File: src/sv/mcer_pkg.sv
// Shared types, constants and register codes for the multi-channel echo ranger.
// No dependencies; every other file of the block imports this package.
package mcer_pkg;

   localparam int CHANNELS          = 4;
   localparam int TIME_BITS_DEFAULT = 16;
   localparam int LEN_W             = 16;
   localparam int SCALE_W           = 16;
   localparam int TIMEOUT_W         = 16;
   localparam int DIST_W            = 24;
   localparam int DIST_SHIFT        = 8;
   localparam int PROD_W            = LEN_W + SCALE_W;
   localparam int CSR_W             = 16;
   localparam int CSR_IDX_W         = 2;
   localparam int TICK_W            = 4;

   localparam logic [CSR_IDX_W-1:0] CSR_CHANNEL_ENABLE = 2'd0;
   localparam logic [CSR_IDX_W-1:0] CSR_TIMEOUT_US     = 2'd1;
   localparam logic [CSR_IDX_W-1:0] CSR_DISTANCE_SCALE = 2'd2;

   localparam logic [CHANNELS-1:0]  ENABLE_RESET  = 4'hF;
   localparam logic [TIMEOUT_W-1:0] TIMEOUT_RESET = 16'd30000;
   localparam logic [SCALE_W-1:0]   SCALE_RESET   = 16'd1114;

   localparam logic [TICK_W-1:0] TRIG_LOW_TICKS  = 4'd2;
   localparam logic [TICK_W-1:0] TRIG_HIGH_TICKS = 4'd10;

   typedef enum logic [1:0] {
      PH_IDLE,
      PH_TRIG_LOW,
      PH_TRIG_HIGH,
      PH_MEASURE
   } phase_type;

   typedef struct packed {
      logic             done;
      logic [LEN_W-1:0] length;
   } lane_status_type;

   typedef struct packed {
      logic                trigger;
      logic                complete;
      logic [CHANNELS-1:0] done_mask;
      logic                timed_out;
   } summary_type;

   typedef logic [CHANNELS-1:0][LEN_W-1:0]  length_vec_type;
   typedef logic [CHANNELS-1:0][DIST_W-1:0] distance_vec_type;

endpackage

File: src/sv/mcer_lane.sv
// One channel lane: echo edge detection, rise stamp, pulse length and done flag.
// Depends on mcer_pkg; instantiated once per channel by the top level.
module mcer_lane #(
   parameter int TIME_BITS = mcer_pkg::TIME_BITS_DEFAULT
) (
   input  logic                     clock,
   input  logic                     reset,
   input  logic                     step,
   input  logic                     start,
   input  logic                     measure,
   input  logic                     enable,
   input  logic                     level,
   input  logic [TIME_BITS-1:0]     elapsed,
   output mcer_pkg::lane_status_type status
);
   import mcer_pkg::*;

   localparam int DIFF_W = (TIME_BITS > LEN_W) ? TIME_BITS : LEN_W;

   logic                 level_ff, level_in;
   logic                 seen_ff, seen_in;
   logic                 done_ff, done_in;
   logic [TIME_BITS-1:0] stamp_ff, stamp_in;
   logic [LEN_W-1:0]     length_ff, length_in;
   logic [TIME_BITS-1:0] span;
   logic [DIFF_W-1:0]    span_wide;

   always_comb begin
      level_in  = step ? level : level_ff;
      seen_in   = seen_ff;
      done_in   = done_ff;
      stamp_in  = stamp_ff;
      length_in = length_ff;
      span      = elapsed - stamp_ff;
      span_wide = DIFF_W'(span);
      if (start) begin
         seen_in   = 1'b0;
         done_in   = 1'b0;
         stamp_in  = '0;
         length_in = '0;
      end else if (measure && enable) begin
         if (level && !level_ff) begin
            stamp_in = elapsed;
            seen_in  = 1'b1;
         end else if (!level && level_ff && seen_ff) begin
            length_in = span_wide[LEN_W-1:0];
            done_in   = 1'b1;
         end
      end
      status.done   = done_in;
      status.length = length_in;
   end

   always_ff @(posedge clock) begin
      if (reset) begin
         level_ff <= 1'b0;
         seen_ff  <= 1'b0;
         done_ff  <= 1'b0;
      end else begin
         level_ff <= level_in;
         seen_ff  <= seen_in;
         done_ff  <= done_in;
      end
      stamp_ff  <= stamp_in;
      length_ff <= length_in;
   end

endmodule

File: src/sv/mcer_merge.sv
// Merging stage: registers the lane findings, scales each length, holds the result item.
// Depends on mcer_pkg; instantiated by the top level.
module mcer_merge (
   input  logic                       clock,
   input  logic                       reset,
   input  logic                       in_valid,
   output logic                       in_ready,
   input  mcer_pkg::summary_type      in_summary,
   input  mcer_pkg::length_vec_type   in_length,
   input  logic [mcer_pkg::SCALE_W-1:0] scale,
   output logic                       rsp_valid,
   input  logic                       rsp_ready,
   output mcer_pkg::summary_type      rsp_summary,
   output mcer_pkg::distance_vec_type rsp_distance
);
   import mcer_pkg::*;

   logic             s1_valid_ff, s1_valid_in;
   summary_type      s1_summary_ff, s1_summary_in;
   length_vec_type   s1_length_ff, s1_length_in;
   logic             out_valid_ff, out_valid_in;
   summary_type      out_summary_ff, out_summary_in;
   distance_vec_type out_distance_ff, out_distance_in;
   logic             out_load;
   logic             take;
   logic [PROD_W-1:0] product [CHANNELS];

   always_comb begin
      out_load        = s1_valid_ff && (!out_valid_ff || rsp_ready);
      in_ready        = !s1_valid_ff || out_load;
      take            = in_valid && in_ready;
      s1_valid_in     = take ? 1'b1 : (out_load ? 1'b0 : s1_valid_ff);
      s1_summary_in   = take ? in_summary : s1_summary_ff;
      s1_length_in    = take ? in_length : s1_length_ff;
      out_valid_in    = out_load ? 1'b1 : (rsp_ready ? 1'b0 : out_valid_ff);
      out_summary_in  = out_load ? s1_summary_ff : out_summary_ff;
      out_distance_in = out_distance_ff;
      for (int i = 0; i < CHANNELS; i++) begin
         product[i] = PROD_W'(s1_length_ff[i]) * PROD_W'(scale);
         if (out_load) begin
            out_distance_in[i] = product[i][DIST_SHIFT +: DIST_W];
         end
      end
   end

   always_ff @(posedge clock) begin
      if (reset) begin
         s1_valid_ff  <= 1'b0;
         out_valid_ff <= 1'b0;
      end else begin
         s1_valid_ff  <= s1_valid_in;
         out_valid_ff <= out_valid_in;
      end
      s1_summary_ff   <= s1_summary_in;
      s1_length_ff    <= s1_length_in;
      out_summary_ff  <= out_summary_in;
      out_distance_ff <= out_distance_in;
   end

   assign rsp_valid    = out_valid_ff;
   assign rsp_summary  = out_summary_ff;
   assign rsp_distance = out_distance_ff;

endmodule

File: src/sv/multi_channel_echo_ranger.sv
// Multi-channel echo ranger: trigger sequencer, channel lanes and merging stage.
// Results pass the merging stage's input and output registers. Throughput: one item
// per cycle while results are taken; the sequencer and lanes update in the accept
// cycle, the merging stage scales all lengths with one 16x16 multiplier per lane.
// Reset (synchronous): idle phase, counters and lane flags cleared, registers at
// their defaults (enable 15, timeout 30000, scale 1114), no result pending.
module multi_channel_echo_ranger #(
   parameter int TIME_BITS = mcer_pkg::TIME_BITS_DEFAULT
) (
   input  logic                            clock,
   input  logic                            reset,
   input  logic                            req_valid,
   output logic                            req_ready,
   input  logic                            req_operation,
   input  logic [mcer_pkg::CHANNELS-1:0]   req_echo_levels,
   output logic                            rsp_valid,
   input  logic                            rsp_ready,
   output logic                            rsp_trigger,
   output logic                            rsp_complete,
   output logic [mcer_pkg::CHANNELS-1:0]   rsp_done_mask,
   output logic                            rsp_timed_out,
   output logic [mcer_pkg::DIST_W-1:0]     rsp_distance_0,
   output logic [mcer_pkg::DIST_W-1:0]     rsp_distance_1,
   output logic [mcer_pkg::DIST_W-1:0]     rsp_distance_2,
   output logic [mcer_pkg::DIST_W-1:0]     rsp_distance_3,
   input  logic                            csr_write_en,
   input  logic [mcer_pkg::CSR_IDX_W-1:0]  csr_index,
   input  logic [mcer_pkg::CSR_W-1:0]      csr_write_data
);
   import mcer_pkg::*;

   localparam int CMP_W = (TIME_BITS > TIMEOUT_W) ? TIME_BITS : TIMEOUT_W;
   localparam logic [TIME_BITS-1:0] TIME_MAX = {TIME_BITS{1'b1}};

   logic [CHANNELS-1:0]  channel_enable_ff, channel_enable_in;
   logic [TIMEOUT_W-1:0] timeout_ff, timeout_in;
   logic [SCALE_W-1:0]   scale_ff, scale_in;

   phase_type            phase_ff, phase_in, phase_eff;
   logic [TICK_W-1:0]    ticks_ff, ticks_in, ticks_eff, ticks_step;
   logic [TIME_BITS-1:0] elapsed_ff, elapsed_in, elapsed_eff, elapsed_step;

   logic                 accept;
   logic                 start;
   logic                 measure;
   logic                 all_done;
   logic                 expired;
   logic                 finish;
   logic                 trigger;
   lane_status_type      lane_status [CHANNELS];
   summary_type          summary;
   length_vec_type       lengths;
   summary_type          rsp_summary;
   distance_vec_type     rsp_distance;

   always_comb begin
      channel_enable_in = channel_enable_ff;
      timeout_in        = timeout_ff;
      scale_in          = scale_ff;
      if (csr_write_en) begin
         unique case (csr_index)
            CSR_CHANNEL_ENABLE: channel_enable_in = csr_write_data[CHANNELS-1:0];
            CSR_TIMEOUT_US:     timeout_in        = csr_write_data[TIMEOUT_W-1:0];
            CSR_DISTANCE_SCALE: scale_in          = csr_write_data[SCALE_W-1:0];
            default: ;
         endcase
      end
   end

   always_ff @(posedge clock) begin
      if (reset) begin
         channel_enable_ff <= ENABLE_RESET;
         timeout_ff        <= TIMEOUT_RESET;
         scale_ff          <= SCALE_RESET;
      end else begin
         channel_enable_ff <= channel_enable_in;
         timeout_ff        <= timeout_in;
         scale_ff          <= scale_in;
      end
   end

   always_comb begin
      accept       = req_valid && req_ready;
      start        = accept && req_operation;
      phase_eff    = req_operation ? PH_TRIG_LOW : phase_ff;
      ticks_eff    = req_operation ? '0 : ticks_ff;
      elapsed_eff  = req_operation ? '0 : elapsed_ff;
      ticks_step   = ticks_eff + TICK_W'(1);
      elapsed_step = (elapsed_eff != TIME_MAX) ? elapsed_eff + TIME_BITS'(1) : elapsed_eff;
      measure      = accept && (phase_eff == PH_MEASURE);
      all_done     = 1'b1;
      for (int i = 0; i < CHANNELS; i++) begin
         if (channel_enable_ff[i] && !lane_status[i].done) begin
            all_done = 1'b0;
         end
      end
      expired  = (CMP_W'(elapsed_step) >= CMP_W'(timeout_ff)) || (elapsed_step == TIME_MAX);
      finish   = 1'b0;
      trigger  = 1'b0;
      phase_in   = phase_ff;
      ticks_in   = ticks_ff;
      elapsed_in = elapsed_ff;
      if (accept) begin
         phase_in   = phase_eff;
         ticks_in   = ticks_eff;
         elapsed_in = elapsed_eff;
         unique case (phase_eff)
            PH_IDLE: ;
            PH_TRIG_LOW: begin
               ticks_in = ticks_step;
               if (ticks_step >= TRIG_LOW_TICKS) begin
                  phase_in = PH_TRIG_HIGH;
                  ticks_in = '0;
               end
            end
            PH_TRIG_HIGH: begin
               trigger  = 1'b1;
               ticks_in = ticks_step;
               if (ticks_step >= TRIG_HIGH_TICKS) begin
                  phase_in   = PH_MEASURE;
                  ticks_in   = '0;
                  elapsed_in = '0;
               end
            end
            PH_MEASURE: begin
               elapsed_in = elapsed_step;
               if (all_done || expired) begin
                  finish   = 1'b1;
                  phase_in = PH_IDLE;
               end
            end
         endcase
      end
      summary.trigger   = trigger;
      summary.complete  = finish;
      summary.timed_out = finish && !all_done;
      for (int i = 0; i < CHANNELS; i++) begin
         summary.done_mask[i] = finish && lane_status[i].done;
         lengths[i] = summary.done_mask[i] ? lane_status[i].length : '0;
      end
   end

   always_ff @(posedge clock) begin
      if (reset) begin
         phase_ff   <= PH_IDLE;
         ticks_ff   <= '0;
         elapsed_ff <= '0;
      end else begin
         phase_ff   <= phase_in;
         ticks_ff   <= ticks_in;
         elapsed_ff <= elapsed_in;
      end
   end

   for (genvar g = 0; g < CHANNELS; g++) begin : g_lane
      mcer_lane #(
         .TIME_BITS(TIME_BITS)
      ) u_lane (
         .clock   (clock),
         .reset   (reset),
         .step    (accept),
         .start   (start),
         .measure (measure),
         .enable  (channel_enable_ff[g]),
         .level   (req_echo_levels[g]),
         .elapsed (elapsed_step),
         .status  (lane_status[g])
      );
   end

   mcer_merge u_merge (
      .clock        (clock),
      .reset        (reset),
      .in_valid     (req_valid),
      .in_ready     (req_ready),
      .in_summary   (summary),
      .in_length    (lengths),
      .scale        (scale_ff),
      .rsp_valid    (rsp_valid),
      .rsp_ready    (rsp_ready),
      .rsp_summary  (rsp_summary),
      .rsp_distance (rsp_distance)
   );

   assign rsp_trigger    = rsp_summary.trigger;
   assign rsp_complete   = rsp_summary.complete;
   assign rsp_done_mask  = rsp_summary.done_mask;
   assign rsp_timed_out  = rsp_summary.timed_out;
   assign rsp_distance_0 = rsp_distance[0];
   assign rsp_distance_1 = rsp_distance[1];
   assign rsp_distance_2 = rsp_distance[2];
   assign rsp_distance_3 = rsp_distance[3];

   a_idle_result_empty: assert property (@(posedge clock) disable iff (reset)
      rsp_valid && !rsp_complete |-> rsp_done_mask == '0 && !rsp_timed_out
         && rsp_distance_0 == '0 && rsp_distance_1 == '0
         && rsp_distance_2 == '0 && rsp_distance_3 == '0)
      else $error("result without completion carries measurements");

   a_all_done_covers_enabled: assert property (@(posedge clock) disable iff (reset)
      rsp_valid && rsp_complete && !rsp_timed_out
         |-> (rsp_done_mask | ~channel_enable_ff) == {CHANNELS{1'b1}})
      else $error("completion without timeout leaves an enabled channel unmeasured");

   a_tick_count_bound: assert property (@(posedge clock) disable iff (reset)
      ticks_ff < TRIG_HIGH_TICKS && (phase_ff != PH_IDLE || ticks_ff == '0))
      else $error("trigger tick counter out of range");

   a_idle_elapsed_hold: assert property (@(posedge clock) disable iff (reset)
      phase_ff == PH_IDLE && !(req_valid && req_ready) |=> $stable(elapsed_ff))
      else $error("elapsed counter moved while idle");

endmodule

File: config.mk
export PLATFORM = sky130hd
export DESIGN_NAME = multi_channel_echo_ranger
export DESIGN_NICKNAME = d
export VERILOG_FILES = /design/src/sv/mcer_pkg.sv /design/src/sv/mcer_lane.sv /design/src/sv/mcer_merge.sv /design/src/sv/multi_channel_echo_ranger.sv
export SDC_FILE = /design/constraint.sdc
export NUM_CORES = 2
export LEC_CHECK = 0
export BUFFER_PORTS_ARGS = -buffer_cell sky130_fd_sc_hd__buf_2
export CORE_ASPECT_RATIO = 0.9
export CORE_MARGIN = 5
export CORE_UTILIZATION = 45
export CTS_CLUSTER_SIZE = 25
export DETAILED_ROUTE_END_ITERATION = 8
export PLACE_DENSITY = 0.66
export SKIP_LAST_GASP = 1
export SLEW_MARGIN = 15
export SYNTH_ARGS = -nofsm -noshare
export SYNTH_HDL_FRONTEND = slang
export SYNTH_SLANG_ARGS = --single-unit
File: constraint.sdc
create_clock -name clock -period 19.8 [get_ports clock]
set_clock_uncertainty 0.05 [all_clocks]
set_input_delay 0.99 -clock clock [delete_from_list [all_inputs] [get_ports clock]]
set_output_delay 0.99 -clock clock [all_outputs]
set_load 0.03 [all_outputs]
==> metrics <==
outcome complete, no violations; setup violators final 0; hold-fix buffers at CTS 0; sum of negative setup slack 0 ns; register area 9250 µm²; Post-synth EDFFs 174; clk sink count 374; Final Util 48.3%; Slew HR 22.0%; maximum fanout along the worst path 51; Leakage 24.9 nW; via/cell ratio 5.20; register area share after synthesis 18.8%; Top Ports 133; total track usage 21.0%; Avg Inst Size Synth 9.21 µm²; multi-input logic area 35300 µm²; max-cap viol count 0; Syn Inst Count 5330; gpl congestion 0.847; measured slew at the worst slew-check pin 1.17 ns; clk_lat worst skew 0.64 ns; fillers 10.2k; Main synth FF type dfxtp_1; Port Buffers 132; Synth async-reset ratio 0%; Die Height 323 µm; Synth Cell Area 49100 µm²; power density over the cells 68.3 nW/µm²; Setup crit start scale_ff[7]; layout cells sized above 1 5.84%; critical path required time 20.13 ns; Area Growth Syn to Fin 7.14%; vias 35.4k; R2R cell count 22; Pre-antenna DRT Iters 8; Final ANT Viol Nets 0; CTS buffer count 47; largest net degree at the start of global routing 90; CTS max path bufs 3; WL/cell 17.4 µm; Yosys cell types 88; fmax 134 MHz; CP Data Arrival Time 7.78 ns; drc violations 0; hpwl dp 87900 µm; root buf cell clkbuf_16; first-pass GRT wire length 194000 µm; clock-pin slew on the worst setup and hold paths 0.06 ns; Cells on Worst Hold Path 0; GRT Residual Overflow 0; initial cell density of the core 45.1%; total power 3.59 mW; Hold Crit Class register to register; H-tree levels 2; 1st-iter DRT viols 2297; Final Max Slew Viols 0; final period utilization 37.6%; Ys Warns 0; register bit total from synthesis 374; Crit Path Category register to register; core box area 109000 µm²; Post-CTS Repair Setup Buffers 0; site row count 115; nets 6592; Syn Nets 6621; r2r startpoint scale_ff[7]; CTS tree done; unrepaired setup endpoints after global routing false; Setup crit end kind register; Resized cells post-CTS 0; final hold vios 0; Routed WL 119000 µm; vias in the first global route 36.9k; Die X 358 µm; Hold Worst Slack 0.381 ns; CP startpoint kind register; die area 116000 µm²; min Tclk post-route 7.45 ns; initial antenna violation count 13; Hold Path Origin u_merge.s1_summary_ff[5]; peak supply drop 0.0739 mV
==> synth_stat cells, drive strengths merged (25+ instances only) <==
library cell	count	area, µm²
fa	776	15500
ha	487	6090
nor3	59	337
edfxtp	174	5230
nand2	828	3110
o21ai	67	350
dfxtp	200	4000
xor2	41	359
xnor2	102	893
nor2b	45	282
o21a	47	353
nand3	32	165
clkbuf	228	856
and2	503	3150
a211oi	56	448
and3	25	156
a21o	45	338
a21oi	185	937
nor2	188	716
inv	969	3640
==> final timing paths <==
kind | endpoint | slack, ns
min | u_merge.rsp_summary[5] | 0.38
max reg2reg | u_merge.rsp_distance[47] | 12.35
min reg2reg | u_merge.rsp_summary[5] | 0.38
max | u_merge.rsp_distance[47] | 12.35
==> cell type report <==
class                      count  share of cell area [%]
multi-input combinational   3738                    67.1
sequential                   374                    17.6
inverter                     970                    6.93
tap                         1462                    3.48
clock buffer                  62                    2.56
timing repair buffer         170                    1.80
clock inverter                24                   0.550
antenna                        6                  0.0285
==> worst max-delay path, cell delays in order, from the launching register on <==
cell and delay, ns:
dfxtp_2 0.50, buf_4 0.59, nand2_1 0.18, fa_1 0.57
inv_1 0.05, fa_1 0.51, inv_1 0.06, fa_1 0.53
inv_1 0.05, fa_1 0.45, fa_1 0.49, inv_1 0.05
fa_1 0.49, inv_1 0.05, ha_1 0.31, a2111oi_0 0.48
nor2b_1 0.19, nand2_1 0.08, a211oi_1 0.67, o211ai_1 0.25
a31o_2 0.30, a21oi_1 0.17, xnor2_1 0.08
==> where the power goes <==
group	internal (mW)	total [mW]	leakage [nW]	switching [mW]
Combinational	0.691	1.68	20.8	0.993
Sequential	0.950	1.00	3.33	0.0495
Clock	0.524	0.907	0.798	0.382
Total	2.17	3.59	24.9	1.42
==> cell families after synthesis <==
family	share of synthesized area, %
adder cells (fa/ha/maj)	44.1
buffers and inverters	9.37
AO/OA/AOI/OAI	7.23
XOR/XNOR	2.55
multiplexers	0.171
AND/OR/NAND/NOR	17.8
flip-flops	18.8
==> registers in the layout, indices dropped and copies added, names as in the netlist, 16 cells and up <==
| signal | cells |
|---|---|
| u_merge.s1_length_ff | 64 |
| g_lane.u_lane.length_ff | 64 |
| elapsed_ff | 16 |
| timeout_ff | 16 |
| g_lane.u_lane.stamp_ff | 64 |
| scale_ff | 16 |
| u_merge.rsp_distance | 96 |
==> layer usage <==
metal  vias to the layer above  track usage (%)  share of wire, %
li1                      16500                -                 -
met1                     17600             28.3                43
met2                      1065             34.2                45
met3                       194             4.38               7.8
met4                         0             6.89               3.4
met5                         -                0                 0
==> cell usage in the layout, fill, tap and decap left out, drive strengths merged, types with 8 or more instances in the layout <==
master and n:
nand3b 11, o211ai 11, xor2 41, nor2 188, nand2 828, a21oi 185
a211o 12, o21a 47, xnor2 102, buf 170, or3 11, and3 25
o21bai 8, a22oi 17, o31ai 10, a21o 45, inv 971, nand3 32
edfxtp 174, a211oi 56, nand2b 20, dfxtp 200, nor2b 45, clkbuf 62
and2 503, fa 776, a31oi 14, ha 487, nor3 59, o21ai 67
nand4 17, clkinv 17
==> through the flow <==
stage / worst slack [ns] / instance area, µm² / std cells
after floorplan: 10.55 / 49100 / 5330
after global placement: 12.40 / 50900 / 6714
after detailed placement: 12.34 / 50900 / 6714
after CTS: 12.31 / 52600 / 6800
after global routing: 11.86 / 52600 / 6800
final: 12.35 / 52600 / 6806
(Power assumes the default switching activity.)
